<file path="src/rtl/core/lfu_pkg.sv">
// Shared types and constants for the LFU page replacement block.
// Used by lfu_ctrl, lfu_dp and lfu_page_replacement. Depends on nothing.
`timescale 1ns / 1ps

package lfu_pkg;

  // Port field widths (fixed by the stream format)
  localparam int unsigned PAGE_FIELD_W  = 16;
  localparam int unsigned SLOT_FIELD_W  = 3;
  localparam int unsigned COUNT_FIELD_W = 16;
  localparam int unsigned FAULT_W       = 32;
  localparam int unsigned CFG_W         = 4;
  localparam logic [CFG_W-1:0] CFG_RESET = 4'd8;

  localparam int unsigned IN_TDATA_W  = 16;
  localparam int unsigned OUT_TDATA_W = 72;
  localparam int unsigned OUT_TUSER_W = 1;

  // Controller to datapath
  typedef struct packed {
    logic load;    // take a request, restart the frame scan
    logic scan;    // read the next frame
    logic commit;  // update frames, counters and the result register
  } lfu_cmd_t;

  // Datapath to controller
  typedef struct packed {
    logic scan_last;  // frame being read is the last active one
    logic out_busy;   // result register full and not taken this cycle
  } lfu_status_t;

endpackage

</file>
<file path="src/rtl/core/lfu_ram.sv">
// Generic single-write, single-read RAM with registered read data.
// No dependencies.
`timescale 1ns / 1ps

module lfu_ram #(
  parameter int unsigned WIDTH = 16,
  parameter int unsigned DEPTH = 8,
  parameter int unsigned AW    = (DEPTH > 1) ? $clog2(DEPTH) : 1
) (
  input  logic             clk_i,
  input  logic             we_i,
  input  logic [AW-1:0]    waddr_i,
  input  logic [WIDTH-1:0] wdata_i,
  input  logic             re_i,
  input  logic [AW-1:0]    raddr_i,
  output logic [WIDTH-1:0] rdata_o
);

  logic [WIDTH-1:0] mem_q [DEPTH];
  logic [WIDTH-1:0] rdata_q;

  always_ff @(posedge clk_i) begin
    if (we_i) begin
      mem_q[waddr_i] <= wdata_i;
    end
    if (re_i) begin
      rdata_q <= mem_q[raddr_i];
    end
  end

  assign rdata_o = rdata_q;

endmodule

</file>
<file path="src/rtl/core/lfu_ctrl.sv">
// Sequencer for the LFU block: accept, scan, drain, commit.
// Depends on lfu_pkg.
`timescale 1ns / 1ps

module lfu_ctrl (
  input  logic                clk_i,
  input  logic                rst_ni,
  input  logic                in_valid_i,
  output logic                in_ready_o,
  input  lfu_pkg::lfu_status_t status_i,
  output lfu_pkg::lfu_cmd_t    cmd_o
);
  import lfu_pkg::*;

  localparam logic [1:0] ST_IDLE   = 2'd0;
  localparam logic [1:0] ST_SCAN   = 2'd1;
  localparam logic [1:0] ST_DRAIN  = 2'd2;
  localparam logic [1:0] ST_COMMIT = 2'd3;

  logic [1:0] state_q, state_d;

  always_comb begin
    state_d = state_q;
    cmd_o   = '0;
    case (state_q)
      ST_IDLE: begin
        if (in_valid_i) begin
          cmd_o.load = 1'b1;
          state_d    = ST_SCAN;
        end
      end
      ST_SCAN: begin
        cmd_o.scan = 1'b1;
        if (status_i.scan_last) begin
          state_d = ST_DRAIN;
        end
      end
      ST_DRAIN: begin
        state_d = ST_COMMIT;
      end
      ST_COMMIT: begin
        // hold until the result register can take the new result
        if (!status_i.out_busy) begin
          cmd_o.commit = 1'b1;
          state_d      = ST_IDLE;
        end
      end
      default: begin
        state_d = ST_IDLE;
      end
    endcase
  end

  assign in_ready_o = (state_q == ST_IDLE);

  always_ff @(posedge clk_i or negedge rst_ni) begin
    if (!rst_ni) begin
      state_q <= ST_IDLE;
    end else begin
      state_q <= state_d;
    end
  end

endmodule

</file>
<file path="src/rtl/core/lfu_dp.sv">
// Datapath for the LFU block: frame RAMs, valid bits, search registers,
// fault counter, configuration register and result register.
// Depends on lfu_pkg and lfu_ram.
`timescale 1ns / 1ps

module lfu_dp #(
  parameter int unsigned FRAMES     = 8,
  parameter int unsigned PAGE_BITS  = 16,
  parameter int unsigned COUNT_BITS = 16
) (
  input  logic                                clk_i,
  input  logic                                rst_ni,
  input  lfu_pkg::lfu_cmd_t                   cmd_i,
  output lfu_pkg::lfu_status_t                status_o,
  input  logic                                cfg_we_i,
  input  logic [lfu_pkg::CFG_W-1:0]           cfg_wdata_i,
  input  logic [lfu_pkg::PAGE_FIELD_W-1:0]    in_page_i,
  input  logic                                in_last_i,
  output logic                                out_valid_o,
  input  logic                                out_ready_i,
  output logic                                out_hit_o,
  output logic [lfu_pkg::SLOT_FIELD_W-1:0]    out_slot_o,
  output logic                                out_ev_valid_o,
  output logic [lfu_pkg::PAGE_FIELD_W-1:0]    out_ev_page_o,
  output logic [lfu_pkg::COUNT_FIELD_W-1:0]   out_count_o,
  output logic [lfu_pkg::FAULT_W-1:0]         out_fault_o
);
  import lfu_pkg::*;

  localparam int unsigned SLOT_W = (FRAMES > 1) ? $clog2(FRAMES) : 1;
  localparam logic [COUNT_BITS-1:0] COUNT_MAX = {COUNT_BITS{1'b1}};
  localparam logic [FAULT_W-1:0]    FAULT_MAX = {FAULT_W{1'b1}};

  // configuration
  logic [CFG_W-1:0]  frames_in_use_q;
  logic [SLOT_W-1:0] last_idx;

  // request
  logic [PAGE_BITS-1:0] page_q;
  logic                 last_q;

  // scan
  logic [SLOT_W-1:0] rd_idx_q;
  logic [SLOT_W-1:0] chk_idx_q;
  logic              chk_vld_q;
  logic [PAGE_BITS-1:0]  rd_page;
  logic [COUNT_BITS-1:0] rd_count;
  logic [COUNT_BITS-1:0] eff_count;
  logic                  chk_frame_valid;

  // search results
  logic                  found_q;
  logic [SLOT_W-1:0]     hit_slot_q;
  logic [COUNT_BITS-1:0] hit_count_q;
  logic [SLOT_W-1:0]     min_slot_q;
  logic [COUNT_BITS-1:0] min_count_q;
  logic [PAGE_BITS-1:0]  min_page_q;

  logic [FRAMES-1:0]  frame_valid_q;
  logic [FAULT_W-1:0] fault_q;

  // commit
  logic [SLOT_W-1:0]     slot;
  logic [COUNT_BITS-1:0] new_count;
  logic [FAULT_W-1:0]    fault_nx;
  logic                  ev_valid;

  // result register
  logic                     out_vld_q;
  logic                     out_hit_q;
  logic [SLOT_FIELD_W-1:0]  out_slot_q;
  logic                     out_ev_valid_q;
  logic [PAGE_FIELD_W-1:0]  out_ev_page_q;
  logic [COUNT_FIELD_W-1:0] out_count_q;
  logic [FAULT_W-1:0]       out_fault_q;

  always_comb begin
    if (frames_in_use_q == '0) begin
      last_idx = '0;
    end else if (32'(frames_in_use_q) >= FRAMES) begin
      last_idx = SLOT_W'(FRAMES - 1);
    end else begin
      last_idx = SLOT_W'(frames_in_use_q - 4'd1);
    end
  end

  always_ff @(posedge clk_i or negedge rst_ni) begin
    if (!rst_ni) begin
      frames_in_use_q <= CFG_RESET;
    end else if (cfg_we_i) begin
      frames_in_use_q <= cfg_wdata_i;
    end
  end

  lfu_ram #(.WIDTH(PAGE_BITS), .DEPTH(FRAMES), .AW(SLOT_W)) u_page_ram (
    .clk_i   (clk_i),
    .we_i    (cmd_i.commit && !found_q),
    .waddr_i (slot),
    .wdata_i (page_q),
    .re_i    (cmd_i.scan),
    .raddr_i (rd_idx_q),
    .rdata_o (rd_page)
  );

  lfu_ram #(.WIDTH(COUNT_BITS), .DEPTH(FRAMES), .AW(SLOT_W)) u_count_ram (
    .clk_i   (clk_i),
    .we_i    (cmd_i.commit),
    .waddr_i (slot),
    .wdata_i (new_count),
    .re_i    (cmd_i.scan),
    .raddr_i (rd_idx_q),
    .rdata_o (rd_count)
  );

  assign chk_frame_valid = frame_valid_q[chk_idx_q];
  // an empty frame counts as zero uses
  assign eff_count = chk_frame_valid ? rd_count : '0;

  always_ff @(posedge clk_i) begin
    if (cmd_i.load) begin
      page_q <= PAGE_BITS'(in_page_i);
      last_q <= in_last_i;
    end
    if (chk_vld_q) begin
      if (!found_q && chk_frame_valid && (rd_page == page_q)) begin
        hit_slot_q  <= chk_idx_q;
        hit_count_q <= rd_count;
      end
      // strict compare keeps the lowest index on a tie
      if ((chk_idx_q == '0) || (eff_count < min_count_q)) begin
        min_slot_q  <= chk_idx_q;
        min_count_q <= eff_count;
        min_page_q  <= rd_page;
      end
    end
  end

  always_ff @(posedge clk_i or negedge rst_ni) begin
    if (!rst_ni) begin
      rd_idx_q  <= '0;
      chk_idx_q <= '0;
      chk_vld_q <= 1'b0;
      found_q   <= 1'b0;
    end else begin
      chk_vld_q <= cmd_i.scan;
      chk_idx_q <= rd_idx_q;
      if (cmd_i.load) begin
        rd_idx_q <= '0;
        found_q  <= 1'b0;
      end else if (cmd_i.scan) begin
        rd_idx_q <= rd_idx_q + 1'b1;
      end
      if (chk_vld_q && chk_frame_valid && (rd_page == page_q)) begin
        found_q <= 1'b1;
      end
    end
  end

  always_comb begin
    slot      = found_q ? hit_slot_q : min_slot_q;
    new_count = found_q ? ((hit_count_q == COUNT_MAX) ? COUNT_MAX : hit_count_q + 1'b1)
                        : COUNT_BITS'(1);
    fault_nx  = (found_q || (fault_q == FAULT_MAX)) ? fault_q : fault_q + 1'b1;
    ev_valid  = !found_q && frame_valid_q[min_slot_q];
  end

  always_ff @(posedge clk_i or negedge rst_ni) begin
    if (!rst_ni) begin
      frame_valid_q <= '0;
      fault_q       <= '0;
    end else if (cmd_i.commit) begin
      if (last_q) begin
        // end of sequence: drop every frame and restart the fault total
        frame_valid_q <= '0;
        fault_q       <= '0;
      end else begin
        frame_valid_q[slot] <= 1'b1;
        fault_q             <= fault_nx;
      end
    end
  end

  always_ff @(posedge clk_i or negedge rst_ni) begin
    if (!rst_ni) begin
      out_vld_q <= 1'b0;
    end else if (cmd_i.commit) begin
      out_vld_q <= 1'b1;
    end else if (out_ready_i) begin
      out_vld_q <= 1'b0;
    end
  end

  always_ff @(posedge clk_i) begin
    if (cmd_i.commit) begin
      out_hit_q      <= found_q;
      out_slot_q     <= SLOT_FIELD_W'(slot);
      out_ev_valid_q <= ev_valid;
      out_ev_page_q  <= ev_valid ? PAGE_FIELD_W'(min_page_q) : '0;
      out_count_q    <= COUNT_FIELD_W'(new_count);
      out_fault_q    <= fault_nx;
    end
  end

  assign status_o.scan_last = (rd_idx_q == last_idx);
  assign status_o.out_busy  = out_vld_q && !out_ready_i;

  assign out_valid_o    = out_vld_q;
  assign out_hit_o      = out_hit_q;
  assign out_slot_o     = out_slot_q;
  assign out_ev_valid_o = out_ev_valid_q;
  assign out_ev_page_o  = out_ev_page_q;
  assign out_count_o    = out_count_q;
  assign out_fault_o    = out_fault_q;

endmodule

</file>
<file path="src/rtl/core/lfu_page_replacement.sv">
// Top level of the LFU page replacement block.
// Depends on lfu_pkg, lfu_ctrl, lfu_dp (and lfu_ram through lfu_dp).
//
// Usage:
//   Each request on the slave stream carries one page reference in tdata
//   and an end-of-sequence mark in tlast. Each request yields exactly one
//   result on the master stream: tuser is the hit flag, tdata the frame
//   slot, evicted flag and page, the frame's use count and the fault total.
//   Requests are handled one at a time. A request is accepted, then the
//   frame RAMs are scanned one entry a cycle over the active frames (hit
//   search and minimum search share the pass), then a drain step covers the
//   last registered RAM read, then the commit step loads the result register.
//   The next request is taken in the cycle after commit. The result register
//   decouples the master side: a new request is accepted while a result
//   waits; a stalled receiver only holds the block at commit. Reset empties
//   all frames, clears the fault total and sets the active frame count to 8;
//   no clearing pass is needed. The user must write the frame count register
//   through cfg_we_i only while idle; the block itself does not enforce this.
`timescale 1ns / 1ps

module lfu_page_replacement #(
  parameter int unsigned FRAMES     = 8,
  parameter int unsigned PAGE_BITS  = 16,
  parameter int unsigned COUNT_BITS = 16
) (
  input  logic                                clk_i,
  input  logic                                rst_ni,
  // frames_in_use register
  input  logic                                cfg_we_i,
  input  logic [lfu_pkg::CFG_W-1:0]           cfg_wdata_i,
  // request stream
  input  logic                                s_axis_tvalid,
  output logic                                s_axis_tready,
  input  logic [lfu_pkg::IN_TDATA_W-1:0]      s_axis_tdata,   // [15:0] page_number
  input  logic                                s_axis_tlast,   // last_ref
  // result stream
  output logic                                m_axis_tvalid,
  input  logic                                m_axis_tready,
  // [2:0] frame_slot, [3] evicted_valid, [19:4] evicted_page,
  // [35:20] slot_use_count, [67:36] fault_total, [71:68] zero
  output logic [lfu_pkg::OUT_TDATA_W-1:0]     m_axis_tdata,
  output logic [lfu_pkg::OUT_TUSER_W-1:0]     m_axis_tuser    // [0] hit
);
  import lfu_pkg::*;

  lfu_cmd_t    cmd;
  lfu_status_t status;

  logic                     out_hit;
  logic [SLOT_FIELD_W-1:0]  out_slot;
  logic                     out_ev_valid;
  logic [PAGE_FIELD_W-1:0]  out_ev_page;
  logic [COUNT_FIELD_W-1:0] out_count;
  logic [FAULT_W-1:0]       out_fault;

  lfu_ctrl u_ctrl (
    .clk_i      (clk_i),
    .rst_ni     (rst_ni),
    .in_valid_i (s_axis_tvalid),
    .in_ready_o (s_axis_tready),
    .status_i   (status),
    .cmd_o      (cmd)
  );

  lfu_dp #(
    .FRAMES     (FRAMES),
    .PAGE_BITS  (PAGE_BITS),
    .COUNT_BITS (COUNT_BITS)
  ) u_dp (
    .clk_i          (clk_i),
    .rst_ni         (rst_ni),
    .cmd_i          (cmd),
    .status_o       (status),
    .cfg_we_i       (cfg_we_i),
    .cfg_wdata_i    (cfg_wdata_i),
    .in_page_i      (s_axis_tdata[PAGE_FIELD_W-1:0]),
    .in_last_i      (s_axis_tlast),
    .out_valid_o    (m_axis_tvalid),
    .out_ready_i    (m_axis_tready),
    .out_hit_o      (out_hit),
    .out_slot_o     (out_slot),
    .out_ev_valid_o (out_ev_valid),
    .out_ev_page_o  (out_ev_page),
    .out_count_o    (out_count),
    .out_fault_o    (out_fault)
  );

  // pack the result fields, first field in the low bits, zero pad on top
  assign m_axis_tdata = {4'b0, out_fault, out_count, out_ev_page, out_ev_valid, out_slot};
  assign m_axis_tuser = out_hit;

endmodule

</file>
<file path="config.mk">
export PLATFORM = sky130hd
export DESIGN_NAME = lfu_page_replacement
export DESIGN_NICKNAME = d
export VERILOG_FILES = /design/src/rtl/core/lfu_pkg.sv /design/src/rtl/core/lfu_ram.sv /design/src/rtl/core/lfu_ctrl.sv /design/src/rtl/core/lfu_dp.sv /design/src/rtl/core/lfu_page_replacement.sv
export SDC_FILE = /design/constraint.sdc
export NUM_CORES = 1
export LEC_CHECK = 0
export ABC_AREA = 1
export BUFFER_PORTS_ARGS = -buffer_cell sky130_fd_sc_hd__buf_2
export CAP_MARGIN = 10
export CORE_MARGIN = 2
export CORE_UTILIZATION = 30
export DETAILED_ROUTE_END_ITERATION = 7
export SYNTH_ARGS = -nofsm -noshare
export SYNTH_HDL_FRONTEND = slang
export SYNTH_SLANG_ARGS = --single-unit
</file>
<file path="constraint.sdc">
create_clock -name clk_i -period 13.27 [get_ports clk_i]
set_input_delay 3.981 -clock clk_i [delete_from_list [all_inputs] [get_ports clk_i]]
set_output_delay 3.981 -clock clk_i [all_outputs]
set_load 0.1 [all_outputs]
</file>
==> results.sh <==
export IMPL_grt_max_degree=97
export IMPL_dp_hpwl_um=28300
export IMPL_crit_path_max_incr_delay_ns=0.77
export IMPL_rsz0062_at_grt="no"
export IMPL_row_count=94
export IMPL_finalSetupViolCount=0
export IMPL_grt_pass1_vias=12187
export IMPL_grtUsageTotal_pct=12.8
export IMPL_drtIter0Drc=912
export IMPL_cts_tree="built"
export IMPL_synthAdderAreaFrac_pct=1.45
export IMPL_wl_per_cell_um=16.7
export IMPL_syn2layout_area_growth_pct=15.6
export IMPL_place_gp_congestion=0.890
export IMPL_synthXorXnorAreaFrac_pct=2.16
export IMPL_synth_compound_area_share_pct=8.27
export IMPL_critical_path_slowest_cell="clkinv_1"
export IMPL_relSlewSlack_pct=21.7
export IMPL_synth_enable_flop_cells=428
export IMPL_insertion_delay_ns=0.59
export IMPL_cpMostUsedCell="nand2_1"
export IMPL_dp_cells=2557
export IMPL_path_buf_inv=4
export IMPL_critPathTopFamily="buffers and inverters"
export IMPL_path_clk_slew_ns=0.07
export IMPL_fillers=6356
export IMPL_die_area_sq_um=68100
export IMPL_yosysMostFrequentCell="edfxtp_1"
export IMPL_hold_buffers=0
export IMPL_io_buffers=96
export IMPL_synth_top_family_by_area="simple AND/OR/NAND/NOR gates"
export IMPL_seqPwrFrac_pct=41.6
export IMPL_cts_max_level=2
export IMPL_stdcell_area_sq_um=22900
export IMPL_ys_async_sr_fraction_pct=11.4
export IMPL_synth_cells=1640
export IMPL_synth_seq_cells=483
export IMPL_pwr_share_comb_pct=33.6
export IMPL_power_switching_uw=2220
export IMPL_first_pass_iters=5
export IMPL_fin_crit_ns=5.87
export IMPL_synth_top_area_share_pct=64.9
export IMPL_ys_warn_count=0
export IMPL_power_uw=5530
export IMPL_fp_dieW_um=261
export IMPL_hold_viol_final=0
export IMPL_path_cells="buf_2 -> inv_1 -> nand2_1 -> nand2_1 -> buf_4 -> nor2_1 -> clkinv_1 -> o22ai_1"
export IMPL_antenna_cells=0
export IMPL_crit_arrival_ns=6.33
export IMPL_numCtsBuffers=47
export IMPL_switching_share_pct=40.2
export IMPL_crit_path_end_kind="flip-flop"
export IMPL_boundaryPins=101
export IMPL_cts_setup_buffers=0
export IMPL_hold_path_class="reg -> reg"
export IMPL_vias=12226
export IMPL_status="completed"
export IMPL_antenna_found_initial=0
export IMPL_pwr_share_clk_pct=24.8
export IMPL_yosys_area_share_simple_pct=11.4
export IMPL_synthMuxAreaShare_pct=0
export IMPL_wirelength_um=44100
export IMPL_p_int_uw=3310
export IMPL_worstMarginPinSlew_ns=1.17
export IMPL_syn_mean_instance_area_sq_um=12.1
export IMPL_overflow=0
export IMPL_fin_cells=2647
export IMPL_final_antenna_net_count=0
export IMPL_syn_area_sq_um=19800
export IMPL_die_h_um=261
export IMPL_cts_resized=0
export IMPL_layout_drive_gt1_share_pct=13.3
export IMPL_vdd_drop_max_mv=0.140
export IMPL_finalCritPeriodShare_pct=44.2
export IMPL_clock_sinks=483
export IMPL_clock_fmax_mhz=170
export IMPL_clockBufferDepth=3
export IMPL_setup_worst_path_class="in -> reg"
export IMPL_core_area_sq_um=65500
export IMPL_setup_tns_ns=0
export IMPL_avgViaCountPerCell=4.62
export IMPL_synthTopCellsByCount="edfxtp_1 (428), nor2_1 (343), inv_1 (174)"
export IMPL_grt_pass1_wl_um=68000
export IMPL_crit_required_ns=13.73
export IMPL_nNetsFinal=1793
export IMPL_cts_root_buf="clkbuf_16"
export IMPL_ys_seq_area_share_pct=71.8
export IMPL_startpoint_type="input pin"
export IMPL_maxCapViolations=0
export IMPL_skew_ns=0.0321
export IMPL_critical_path_peak_fanout=21
export IMPL_drc=0
export IMPL_synthFlopType="edfxtp_1"
export IMPL_synth_distinct_cells=45
export IMPL_leakage_uw=0.00848
export IMPL_synth_area_leaders="edfxtp_1 (65%), dfrtp_1 (6.8%), nor2_1 (6.5%)"
export IMPL_powerDensity_nw_per_um2=241
export IMPL_start_util_pct=30.2
export IMPL_synth_top_cell_by_area="edfxtp_1"
export IMPL_drv_slew=0
export IMPL_dpl_cell_area_sq_um=21300
export IMPL_hold_slack_ns=0.451
==> registers in the layout (all words and copies together), names as in the netlist, 2 cells and up <==
signal and flops:
u_dp.min_page_q 16, u_ctrl.state_q 2, u_dp.u_count_ram.mem_q 128, u_dp.min_count_q 16, u_dp.hit_slot_q 3, u_dp.frames_in_use_q 4, u_dp.out_slot_o 3, u_dp.u_page_ram.mem_q 128
u_dp.u_page_ram.rdata_o 16, u_dp.page_q 16, u_dp.min_slot_q 3, u_dp.out_count_o 16, u_dp.out_ev_page_o 16, u_dp.hit_count_q 16, u_dp.rd_idx_q 3, u_dp.u_count_ram.rdata_o 16
u_dp.out_fault_o 32, u_dp.frame_valid_q 8, u_dp.fault_q 32, u_dp.chk_idx_q 3
==> path summary, 6_finish.rpt <==
kind                                                   startpoint                                end  slack [ns]  cells after the start
max in group asynchronous                                  rst_ni       u_dp.rd_idx_q[0]$_DFFE_PN0P_        9.13                      2
hold reg to reg            u_dp.u_count_ram.rdata_o[13]$_DFFE_PP_     u_dp.hit_count_q[13]$_DFFE_PP_        0.45                      0
setup / recovery                                    m_axis_tready       u_dp.fault_q[17]$_DFFE_PN0P_        7.40                      8
hold / removal             u_dp.u_count_ram.rdata_o[13]$_DFFE_PP_     u_dp.hit_count_q[13]$_DFFE_PP_        0.45                      0
setup reg to reg                      u_dp.chk_idx_q[0]$_DFF_PN0_      u_dp.min_count_q[2]$_DFFE_PP_        9.46                     13
min in group asynchronous                                  rst_ni  u_dp.frame_valid_q[2]$_DFFE_PN0P_        3.56                      2
==> cell families after synthesis <==
logic type / after synthesis
AO/OA/AOI/OAI: 293
XOR/XNOR: 48
adder cells (fa/ha/maj): 23
buffers and inverters: 244
flip-flops: 483
other: 1
AND/OR/NAND/NOR: 548
==> power groups by stage <==
stage | clock, uW | combinational, uW | sequential, uW
final | 1370 | 1860 | 2300
after global routing | 1460 | 2030 | 2340
after CTS | 1400 | 1870 | 2300
after detailed placement | 0 | 1870 | 2330
after global placement | 0 | 1830 | 2320
after floorplan | 0 | 916 | 2780
==> stage by stage <==
step                      utilization, %  setup WS [ns]
after global placement              32.5           6.77
final                               34.9           7.40
after CTS                           34.9           7.34
after floorplan                        -           6.41
after detailed placement            32.5           6.74
after global routing                34.9           7.17
==> cells in the final DEF, fill, tap and decap left out, types with 7 or more instances in the layout <==
| cell type | count |
|---|---|
| a21oi_1 | 25 |
| a31oi_1 | 33 |
| buf_2 | 96 |
| buf_4 | 24 |
| clkbuf_16 | 48 |
| clkinv_1 | 10 |
| clkinv_2 | 11 |
| dfrtp_1 | 52 |
| edfxtp_1 | 428 |
| ha_1 | 22 |
| inv_1 | 170 |
| nand2_1 | 118 |
| nand3_1 | 27 |
| nand4_1 | 12 |
| nor2_1 | 343 |
| nor3_1 | 13 |
| nor4_1 | 7 |
| o21ai_0 | 162 |
| o22ai_1 | 49 |
| xor2_1 | 41 |
==> cell type report <==
cell class / instances / area (sq um) / area share [%]
flip-flops and latches: 483 / 14200 / 62.2
clock inverters: 33 / 357 / 1.56
clock buffers: 55 / 1250 / 5.45
well taps: 864 / 1080 / 4.72
repair buffers: 120 / 661 / 2.89
inverters: 176 / 666 / 2.91
multi-input cells: 916 / 4650 / 20.3
==> routing by layer <==
metal  global-route usage (%)  part of all wire, %
met5                        0                    0
met1                     17.3                   45
met4                     4.06                  2.3
met3                     2.44                  6.1
met2                     20.7                   46
(Power assumes the default switching activity.)
